[src/rtl/core/paged_gpio_controller_with_irq_macros.svh]
// Assertion macros for the paged GPIO controller.
`ifndef PAGED_GPIO_CONTROLLER_WITH_IRQ_MACROS_SVH
`define PAGED_GPIO_CONTROLLER_WITH_IRQ_MACROS_SVH
`ifndef SYNTHESIS
`define PGC_ASSERT(label, clk, rst_n, prop) \
  label: assert property (@(posedge clk) disable iff (!rst_n) prop) else $error("assertion failed");
`define PGC_ASSERT_NR(label, clk, prop) \
  label: assert property (@(posedge clk) prop) else $error("assertion failed");
`else
`define PGC_ASSERT(label, clk, rst_n, prop)
`define PGC_ASSERT_NR(label, clk, prop)
`endif
`endif

[src/rtl/core/pgc_pkg.sv]
// Shared types and constants for the paged GPIO controller.
package pgc_pkg;
  localparam int unsigned Pages = 11;
  localparam int unsigned PageWidth = 16;
  localparam int unsigned PageAw = 4;

  typedef logic [PageWidth-1:0] pin_t;

  localparam logic [1:0] OpRead = 2'd0;
  localparam logic [1:0] OpWrite = 2'd1;
  localparam logic [1:0] OpSample = 2'd2;

  localparam logic [3:0] RegData = 4'd0;
  localparam logic [3:0] RegMask = 4'd1;
  localparam logic [3:0] RegDir = 4'd2;
  localparam logic [3:0] RegSense = 4'd3;
  localparam logic [3:0] RegBoth = 4'd4;
  localparam logic [3:0] RegPol = 4'd5;
  localparam logic [3:0] RegEnable = 4'd6;
  localparam logic [3:0] RegRaw = 4'd7;
  localparam logic [3:0] RegMasked = 4'd8;
  localparam logic [3:0] RegClear = 4'd9;

  typedef struct packed {
    pin_t latch;
    pin_t mask;
    pin_t dir;
    pin_t sense;
    pin_t both;
    pin_t pol;
    pin_t en;
    pin_t raw;
    pin_t last;
  } page_t;

  typedef struct packed {
    logic [1:0]  op;
    logic [3:0]  sel;
    pin_t        wdata;
    pin_t        pins;
  } cmd_t;

  typedef struct packed {
    page_t      page;
    pin_t       rdata;
  } upd_t;
endpackage

[src/rtl/core/paged_gpio_controller_with_irq.sv]
// Paged GPIO controller top level: page memory sequencer and IRQ summary.
// Result path: page memory read register, then the output registers and out_valid_o.
// Input: no new item is taken during page memory write-back or while a result is held stalled.
// Reset: all page registers read as zero; interrupt pending bits cleared.
`include "paged_gpio_controller_with_irq_macros.svh"
module paged_gpio_controller_with_irq import pgc_pkg::*; (
  input  logic        clk_i,
  input  logic        rst_ni,
  input  logic        in_valid_i,
  output logic        in_stall_o,
  input  logic [1:0]  op_i,
  input  logic [3:0]  page_i,
  input  logic [3:0]  reg_sel_i,
  input  logic [15:0] write_data_i,
  input  logic [15:0] pin_levels_i,
  output logic        out_valid_o,
  input  logic        out_stall_i,
  output logic [15:0] read_data_o,
  output logic        access_error_o,
  output logic [15:0] drive_value_o,
  output logic [15:0] drive_enable_o,
  output logic        irq_out_o
);
  typedef enum logic [1:0] {
    StIdle = 2'b01,
    StExec = 2'b10
  } state_e;

  state_e state_q, state_d;
  cmd_t cmd_q;
  logic [PageAw-1:0] page_q;
  logic err_q;
  logic [Pages-1:0] pend_q;
  logic ovld_q;
  pin_t rd_q, dv_q, de_q;
  logic oerr_q;
  page_t cur;
  upd_t upd;
  logic accept, in_err, wb;
  logic [Pages-1:0] pend_d;

  assign in_err = ({1'b0, page_i} >= (PageAw+1)'(Pages));
  assign in_stall_o = (state_q != StIdle) || (ovld_q && out_stall_i);
  assign accept = in_valid_i && !in_stall_o;
  assign wb = (state_q == StExec) && !err_q;

  pgc_page_ram u_ram (
    .clk_i, .rst_ni,
    .re_i(accept), .raddr_i(page_i), .rdata_o(cur),
    .we_i(wb), .waddr_i(page_q), .wdata_i(upd.page)
  );

  pgc_update u_upd (.cmd_i(cmd_q), .cur_i(cur), .upd_o(upd));

  always_comb begin
    state_d = state_q;
    case (state_q)
      StIdle:  if (accept) state_d = StExec;
      StExec:  state_d = StIdle;
      default: state_d = StIdle;
    endcase
    pend_d = pend_q;
    if (wb) begin
      pend_d[page_q[$clog2(Pages > 1 ? Pages : 2)-1:0]] = |(upd.page.raw & upd.page.en);
    end
  end

  always_ff @(posedge clk_i) begin
    if (accept) begin
      cmd_q <= '{op: op_i, sel: reg_sel_i, wdata: write_data_i, pins: pin_levels_i};
      page_q <= page_i;
    end
    if (state_q == StExec) begin
      rd_q <= err_q ? '0 : upd.rdata;
      dv_q <= err_q ? '0 : upd.page.latch;
      de_q <= err_q ? '0 : upd.page.dir;
      oerr_q <= err_q;
    end
  end

  always_ff @(posedge clk_i or negedge rst_ni) begin
    if (!rst_ni) begin
      state_q <= StIdle;
      err_q <= 1'b0;
      pend_q <= '0;
      ovld_q <= 1'b0;
    end else begin
      state_q <= state_d;
      pend_q <= pend_d;
      if (accept) begin
        err_q <= in_err;
      end
      if (state_q == StExec) begin
        ovld_q <= 1'b1;
      end else if (!out_stall_i) begin
        ovld_q <= 1'b0;
      end
    end
  end

  assign out_valid_o = ovld_q;
  assign read_data_o = rd_q;
  assign access_error_o = oerr_q;
  assign drive_value_o = dv_q;
  assign drive_enable_o = de_q;
  assign irq_out_o = |pend_q;

  `PGC_ASSERT(a_onehot, clk_i, rst_ni, $onehot(state_q))
  `PGC_ASSERT(a_exec_follows, clk_i, rst_ni, accept |=> (state_q == StExec))
  `PGC_ASSERT(a_no_wb_err, clk_i, rst_ni, (state_q == StExec) && err_q |-> !wb)
  `PGC_ASSERT(a_out_after, clk_i, rst_ni, (state_q == StExec) |=> out_valid_o)
endmodule

[src/rtl/core/pgc_page_ram.sv]
// Page register memory with registered read and per-page valid bits.
module pgc_page_ram import pgc_pkg::*; (
  input  logic              clk_i,
  input  logic              rst_ni,
  input  logic              re_i,
  input  logic [PageAw-1:0] raddr_i,
  output page_t             rdata_o,
  input  logic              we_i,
  input  logic [PageAw-1:0] waddr_i,
  input  page_t             wdata_i
);
  page_t mem_q [Pages];
  page_t rd_q;
  logic [Pages-1:0] vld_q;
  logic rvld_q;

  always_ff @(posedge clk_i) begin
    if (we_i) begin
      mem_q[waddr_i] <= wdata_i;
    end
    if (re_i) begin
      rd_q <= mem_q[raddr_i];
    end
  end

  always_ff @(posedge clk_i or negedge rst_ni) begin
    if (!rst_ni) begin
      vld_q <= '0;
      rvld_q <= 1'b0;
    end else begin
      if (we_i) begin
        vld_q[waddr_i] <= 1'b1;
      end
      if (re_i) begin
        rvld_q <= vld_q[raddr_i];
      end
    end
  end

  assign rdata_o = rvld_q ? rd_q : '0;
endmodule

[src/rtl/core/pgc_update.sv]
// Read-modify logic for one page: register access and pin sampling.
module pgc_update import pgc_pkg::*; (
  input  cmd_t  cmd_i,
  input  page_t cur_i,
  output upd_t  upd_o
);
  page_t n;
  pin_t rise, fall, single, edg, lvl, rd;

  always_comb begin
    n = cur_i;
    rd = '0;
    rise = cmd_i.pins & ~cur_i.last;
    fall = ~cmd_i.pins & cur_i.last;
    single = (rise & cur_i.pol) | (fall & ~cur_i.pol);
    edg = ((rise | fall) & cur_i.both) | (single & ~cur_i.both);
    case (cmd_i.op)
      OpRead: begin
        case (cmd_i.sel)
          RegData:   rd = ((cur_i.dir & cur_i.latch) | (~cur_i.dir & cur_i.last)) & cur_i.mask;
          RegMask:   rd = cur_i.mask;
          RegDir:    rd = cur_i.dir;
          RegSense:  rd = cur_i.sense;
          RegBoth:   rd = cur_i.both;
          RegPol:    rd = cur_i.pol;
          RegEnable: rd = cur_i.en;
          RegRaw:    rd = cur_i.raw;
          RegMasked: rd = cur_i.raw & cur_i.en;
          default:   rd = '0;
        endcase
      end
      OpWrite: begin
        case (cmd_i.sel)
          RegData:   n.latch = (cur_i.latch & ~cur_i.mask) | (cmd_i.wdata & cur_i.mask);
          RegMask:   n.mask = cmd_i.wdata;
          RegDir:    n.dir = cmd_i.wdata;
          RegSense: begin
            n.sense = cmd_i.wdata;
            n.raw = cur_i.raw & ~(cur_i.sense & ~cmd_i.wdata);
          end
          RegBoth:   n.both = cmd_i.wdata;
          RegPol:    n.pol = cmd_i.wdata;
          RegEnable: n.en = cmd_i.wdata;
          RegClear:  n.raw = cur_i.raw & ~(cmd_i.wdata & ~cur_i.sense);
          default:   n = cur_i;
        endcase
      end
      OpSample: begin
        n.last = cmd_i.pins;
        n.raw = cur_i.raw | (edg & ~cur_i.sense);
      end
      default: n = cur_i;
    endcase
    lvl = ~(n.last ^ n.pol);
    if ((cmd_i.op == OpSample) || ((cmd_i.op == OpWrite) &&
        ((cmd_i.sel == RegSense) || (cmd_i.sel == RegPol)))) begin
      n.raw = (n.raw & ~n.sense) | (lvl & n.sense);
    end
    upd_o.page = n;
    upd_o.rdata = rd;
  end
endmodule

[config.mk]
export PLATFORM = sky130hd
export DESIGN_NAME = paged_gpio_controller_with_irq
export DESIGN_NICKNAME = d
export VERILOG_FILES = /design/src/rtl/core/pgc_pkg.sv /design/src/rtl/core/paged_gpio_controller_with_irq.sv /design/src/rtl/core/pgc_page_ram.sv /design/src/rtl/core/pgc_update.sv
export VERILOG_INCLUDE_DIRS = /design/src /design/src/rtl/core
export SDC_FILE = /design/constraint.sdc
export NUM_CORES = 2
export LEC_CHECK = 0
export ABC_CLOCK_PERIOD_IN_PS = 16600
export BUFFER_PORTS_ARGS = -buffer_cell sky130_fd_sc_hd__buf_2
export CAP_MARGIN = 10
export CORE_MARGIN = 10
export CORE_UTILIZATION = 50
export CTS_CLUSTER_SIZE = 28
export DETAILED_ROUTE_END_ITERATION = 10
export GPL_TIMING_DRIVEN = 0
export PLACE_DENSITY_LB_ADDON = 0.1
export SLEW_MARGIN = 40
export SYNTH_ARGS = -nofsm -noshare
export SYNTH_HDL_FRONTEND = slang
export SYNTH_SLANG_ARGS = --single-unit
export TNS_END_PERCENT = 1
[constraint.sdc]
create_clock -name clk_i -period 16.6 [get_ports clk_i]
set_input_delay 1.66 -clock clk_i [delete_from_list [all_inputs] [get_ports clk_i]]
set_output_delay 1.66 -clock clk_i [all_outputs]
set_load 0.02 [all_outputs]
## Yosys cells after proc, flatten, opt, wreduce, memory -nomap -nowiden

Memory sizes are Yosys's and may differ from the RTL's. A register that Yosys moved wholly into a read port is not among the register bits.
Index checks and enable logic that the tools add are counted.

- Reductions and logical operators: 15
- $add $sub $neg: 0
- Multiplexer cells: 24
- Multipliers: 0
- Bitwise operators: 42
- Equal/unequal tests: 16
- Div/mod/pow operators: 0
- Order comparisons: 4
- Shift operators: 0

Operators by type and width:

| cell | count |
|---|---|
| 16-bit bitwise AND | 20 |
| 16-bit NOT | 12 |
| 144-bit two-way mux | 1 |
| 16-bit one-hot mux with 9 select lines | 1 |
| 16-bit two-way mux | 8 |
| 112-bit two-way mux | 1 |
| 16-bit OR | 7 |
| 32-bit one-hot mux with 2 select lines | 1 |
| 16-bit one-hot mux with 2 select lines | 1 |
| 4-bit by 3-bit == test with 1-bit output, second input constant | 4 |
| 16-bit OR reduction | 1 |
| 16-bit XOR | 1 |
| 11-bit bitwise mux | 1 |
| 11-bit OR | 1 |
| 11-bit OR reduction | 1 |
| 4-bit by 5-bit < comparator with 1-bit output, second input constant | 2 |
| 4-bit by 2-bit == test with 1-bit output, second input constant | 2 |
| 4-bit == test, second input constant | 2 |
| 1-bit two-way mux | 6 |
| 1-bit logical AND | 5 |
| 1-bit binary-select mux with 4-bit select | 1 |
| 1-bit demux with 4-bit select | 1 |
| 2-bit by 1-bit == test with 1-bit output, second input constant | 2 |
| 2-bit == test, second input constant | 2 |
| other kinds (12) | 17 |

- Register bits: 118
- Memory bits (read-only): 0
- Memories: 1
- Input port bits: 46
- Logic and storage cells: 117
- Bits in writable memories: 1584
- Latch bits: 0
- Output and inout port bits: 52

Memory list:

| memory | depth | width | read ports | clocked after memory_dff | write ports | RTL line | RTL |
|---|---|---|---|---|---|---|---|
| u_ram.mem_q | 11 | 144 | 1 | 1 | 1 | pgc_page_ram.sv:12 | `page_t mem_q [Pages];` |

## Longest topological paths before layout

- Word-level depth: 18
- Mapped depth: 15
- Depth with buffers taken out: 11

## Modules after synthesis

A second synthesis with hierarchy kept.

- Cells, all modules: 3870
- Area, all modules: 73410.4 um2

By module, submodules not included:

| module | area each (um2) | instances | sequential area each (um2) | cells each |
|---|---|---|---|---|
| pgc_page_ram | 64859.7 | 1 | 52190.1 | 2951 |
| pgc_update | 4694.5 | 1 | 0.0 | 705 |
| paged_gpio_controller_with_irq | 3856.2 | 1 | 3109.2 | 214 |

## Worst setup path after synthesis

OpenSTA, ideal clock, no wires.

- Kind: register to register
- From: register err_q
- To: register u_ram.vld_q[4]
- Cell stages (with the launch flop): 5
- Library setup time: 0.128 ns
- Data arrival time: 12.013 ns
- Path slack: 4.459 ns
- Buffers on the path: 1
- Cells stage by stage: dfrtp_1 clkbuf_1 or4b_2 nor3_1 or2_2

- Word-level cells in the longest chain between the ends: 2

RTL lines:

| what | RTL line | RTL |
|---|---|---|
| start, declared | paged_gpio_controller_with_irq.sv:32 | `logic err_q;` |
| start signal, assigned | paged_gpio_controller_with_irq.sv:91 | `err_q <= in_err;` |
| 1-bit logical NOT | paged_gpio_controller_with_irq.sv:45 | `assign wb = (state_q == StExec) && !err_q;` |
| 1-bit logical AND | paged_gpio_controller_with_irq.sv:45 |  |
| end signal, assigned | pgc_page_ram.sv:28 | `vld_q <= '0;` |
| end signal, assigned by index | pgc_page_ram.sv:32 | `vld_q[waddr_i] <= 1'b1;` |
| end, declared | pgc_page_ram.sv:14 | `logic [Pages-1:0] vld_q;` |

Every way passes these cells.
A chain may end at the register's enable or synchronous reset.

==> impl_metrics.sql <==
INSERT INTO impl_metrics (metric_group, metric, value, unit) VALUES
('timing', 'timing_hold_violations_final', '0', ''),
('timing', 'timing.slew.headroom', '39.2', '%'),
('setup_path', 'buffers_plus_inverters_on_the_worst_setup_path', '8', ''),
('finish', 'finalCoreUtilization', '58.4', '%'),
('synthesis', 'syn-num-nets', '4384', ''),
('run_status', 'status', 'finished with violations', ''),
('run_status', 'violations_in_the_final_reports', 'design-rule violations', ''),
('synthesis', 'yosysTopAreaCellShare', '73.4', '%'),
('global_routing', 'wire_length_of_the_first_global_routing_pass', '307000', 'µm'),
('clock_tree', 'cts_inserted_buffers', '184', ''),
('setup_path', 'data_arrival_time_of_the_critical_path', '5420', 'ps'),
('setup_path', 'timing.critical_path.required', '17080', 'ps'),
('drt', 'avgRoutedWirePerCell', '31.6', 'µm'),
('drt', 'dr_total_vias', '42178', ''),
('floorplan', 'top_level_ports', '98', ''),
('drt', 'remaining_drc_errors', '1', ''),
('finish', 'area.growth.synth_to_final', '16.0', '%'),
('power', 'power_leakage', '29.6', 'nW'),
('clock_tree', 'cts_hold_repair.buffers', '0', ''),
('setup_path', 'timing.critical_path.mode_cell', 'buf_2', ''),
('synthesis', 'synth.avg_cell_area', '17.3', 'µm²'),
('floorplan', 'core', '0.148', 'mm²'),
('clock_tree', 'cts-resized-gates', '0', ''),
('drt', 'ant_nets', '0', ''),
('setup_path', 'path_class', 'reg -> reg', ''),
('clock_tree', 'postCtsSetupRepairBufs', '0', ''),
('synthesis', 'ys_warn_count', '0', ''),
('synthesis', 'synth_seq_cells', '1846', ''),
('global_routing', 'grt.overflow.total', '0', ''),
('synthesis', 'synth_area_leader_cell', 'edfxtp_1', ''),
('setup_path', 'worstSetupStartpointType', 'register', ''),
('synthesis', 'ys_top_cells_by_count', 'edfxtp_1, nand2_1, o21ai_0', ''),
('setup_path', 'largest_delay_share_family_worst_path', 'buffers and inverters', ''),
('setup_path', 'slowest_stage', 'clkbuf_1', ''),
('clock_tree', 'tritoncts_clock_tree', 'built', ''),
('setup_path', 'end_kind', 'register', ''),
('synthesis', 'synth-seq-area-share', '74.3', '%'),
('timing', 'final.period_utilization', '29.8', '%'),
('setup_path', 'critical_path.reg2reg.endpoint', 'u_ram.mem_q[3][118]', ''),
('setup_path', 'reg2regPathDepth', '10', ''),
('finish', 'layout.nets', '4878', ''),
('setup_path', 'worstPathCellList', 'buf_2 > buf_2 > buf_2 > buf_2 > buf_2 > buf_2 > clkbuf_1 > clkbuf_1 > nand2_1 > o21ai_1', ''),
('global_routing', 'antenna_found_initial', '8', ''),
('flow_run', 'maxCapViolCount', '0', ''),
('synthesis', 'number_of_distinct_library_cells_after_synthesis', '75', ''),
('placement', 'detailedPlacementHpwl', '154000', 'µm'),
('clock_tree', 'cts.reportedPaths.clkPinSlew', '60', 'ps'),
('synthesis', 'synth.most_common_cell', 'edfxtp_1', ''),
('drt', 'firstDrtPassIters', '11', ''),
('timing', 'final_period_minus_worst_setup_slack', '4940', 'ps'),
('min_path', 'min_to', 'u_ram.vld_q[0]', ''),
('timing', 'clock_skew', '48.4', 'ps'),
('power', 'vdd_drop_max', '0.0924', 'mV'),
('global_routing', 'global_route.usage.total', '26.2', '%'),
('placement', 'placed_cell_area', '0.0805', 'mm²'),
('clock_tree', 'clock_insertion_delay_at_the_later_pin_of_the_skew_report', '830', 'ps'),
('timing', 'final_max_slew_violation_count', '0', ''),
('global_routing', 'pin_count_of_the_biggest_net_entering_global_routing', '82', ''),
('floorplan', 'std_cell_rows', '141', ''),
('floorplan', 'initial_core_util', '50.3', '%'),
('finish', 'finalInstanceArea', '0.0863', 'mm²'),
('placement', 'globalplace.congestion', '1.01', ''),
('setup_path', 'cpPeakStageDelay', '690', 'ps'),
('min_path', 'hold_path_depth', '1', ''),
('synthesis', 'ys_flop_type', 'edfxtp_1', ''),
('timing', 'worst-slew-pin-transition', '911', 'ps'),
('global_routing', 'via_count_of_the_first_global_routing_pass', '41012', ''),
('drt', 'wl', '217000', 'µm'),
('synthesis', 'ys_async_sr_fraction', '1.46', '%'),
('timing', 'finish_stage_setup_viols', '0', ''),
('clock_tree', 'clockRootBuffer', 'clkbuf_16', '');
worst reg2reg max path, delay by kind of cell, from the launching register on:
kind,cells,cell delay (ps)
compound gates,1,650
buf+inv,8,3420
flops,1,430
simple gates,1,110
stage by stage:
step / setup TNS, ps / worst slack [ps] / hold WS [ps] / cells
3_3_place_gp: -2743740 / -8080 / 446 / 6332
4_1_cts: 0 / 11790 / 467 / 6873
5_1_grt: 0 / 11670 / 481 / 6876
3_5_place_dp: 0 / 11430 / 453 / 6540
6_report: 0 / 11660 / 464 / 6877
2_1_floorplan: 0 / 4460 / 423 / 4305
registers in the layout, summed over array words and instances (netlist names), 4 cells and up:
| register | flops |
|---|---|
| u_ram.rd_q | 144 |
| drive_value_o | 16 |
| pend_q | 11 |
| u_ram.vld_q | 11 |
| u_ram.mem_q | 1584 |
| drive_enable_o | 16 |
| page_q | 4 |
| cmd_q | 38 |
| read_data_o | 16 |
layout by cell type (no fill, tap or decap), drive strengths merged, types with 10 or more instances in the layout:
master,n
a222oi,15
nand2,539
a21boi,17
o21ai,417
clkbuf,402
nand2b,18
buf,413
nor2b,35
a21o,34
inv,62
a31oi,14
mux4,290
nor4,10
nor3b,18
and2,27
a22oi,20
ha,33
a41oi,13
mux2i,309
clkinv,78
nor3,11
dfrtp,26
or2,18
nor2,48
and3,10
a21oi,47
nand3,72
edfxtp,1819
routing by layer:
| layer | vias up | share of wire (%) | global-route usage (%) |
|---|---|---|---|
| met1 | 21861 | 41 | 36.8 |
| met2 | 1935 | 47 | 40.8 |
| met4 | 6 | 3.9 | 9.26 |
| li1 | 17967 | - | - |
| met5 | - | 0.014 | 0 |
| met3 | 409 | 8.4 | 5.37 |
worst max path at each step:
stage,start,endpoint,depth (start not counted)
2_1_floorplan,err_q,u_ram.vld_q[4],4
3_3_place_gp,err_q,u_ram.vld_q[0],5
3_5_place_dp,page_i[1],u_ram.rd_q[141],8
4_1_cts,u_ram.rvld_q,u_ram.mem_q[8][78],10
5_1_grt,u_ram.rvld_q,u_ram.mem_q[6][116],10
6_report,u_ram.rvld_q,u_ram.mem_q[3][118],10
where the power goes:
group,internal [W],switching [W],total (W)
Clock,0.00217,0.00176,0.00393
Combinational,0.000291,0.000751,0.00104
Sequential,0.00537,0.000125,0.00550
Total,0.00783,0.00264,0.0105
cell type report:
cell class / count / area (µm²) / area share [%]
diodes: 1 / 2.50 / 0.00290
plain buffers: 267 / 1180 / 1.37
clock buffers: 240 / 4820 / 5.59
clock inverters: 93 / 817 / 0.947
inverters: 55 / 231 / 0.268
multi-input cells: 2137 / 18200 / 21.1
flip-flops and latches: 1846 / 55300 / 64.1
well taps: 1930 / 2410 / 2.80
repair buffers: 308 / 3300 / 3.83
cells by family after synthesis:
| group | share of synthesized area [%] |
|---|---|
| flip-flops | 74.3 |
| AND/OR/NAND/NOR | 4.99 |
| AO/OA/AOI/OAI | 5.31 |
| multiplexers | 13.0 |
| buffers and inverters | 1.74 |
| adder cells (fa/ha/maj) | 0.555 |
| XOR/XNOR | 0.130 |
No activity file was read; power rests on OpenSTA's default activity.
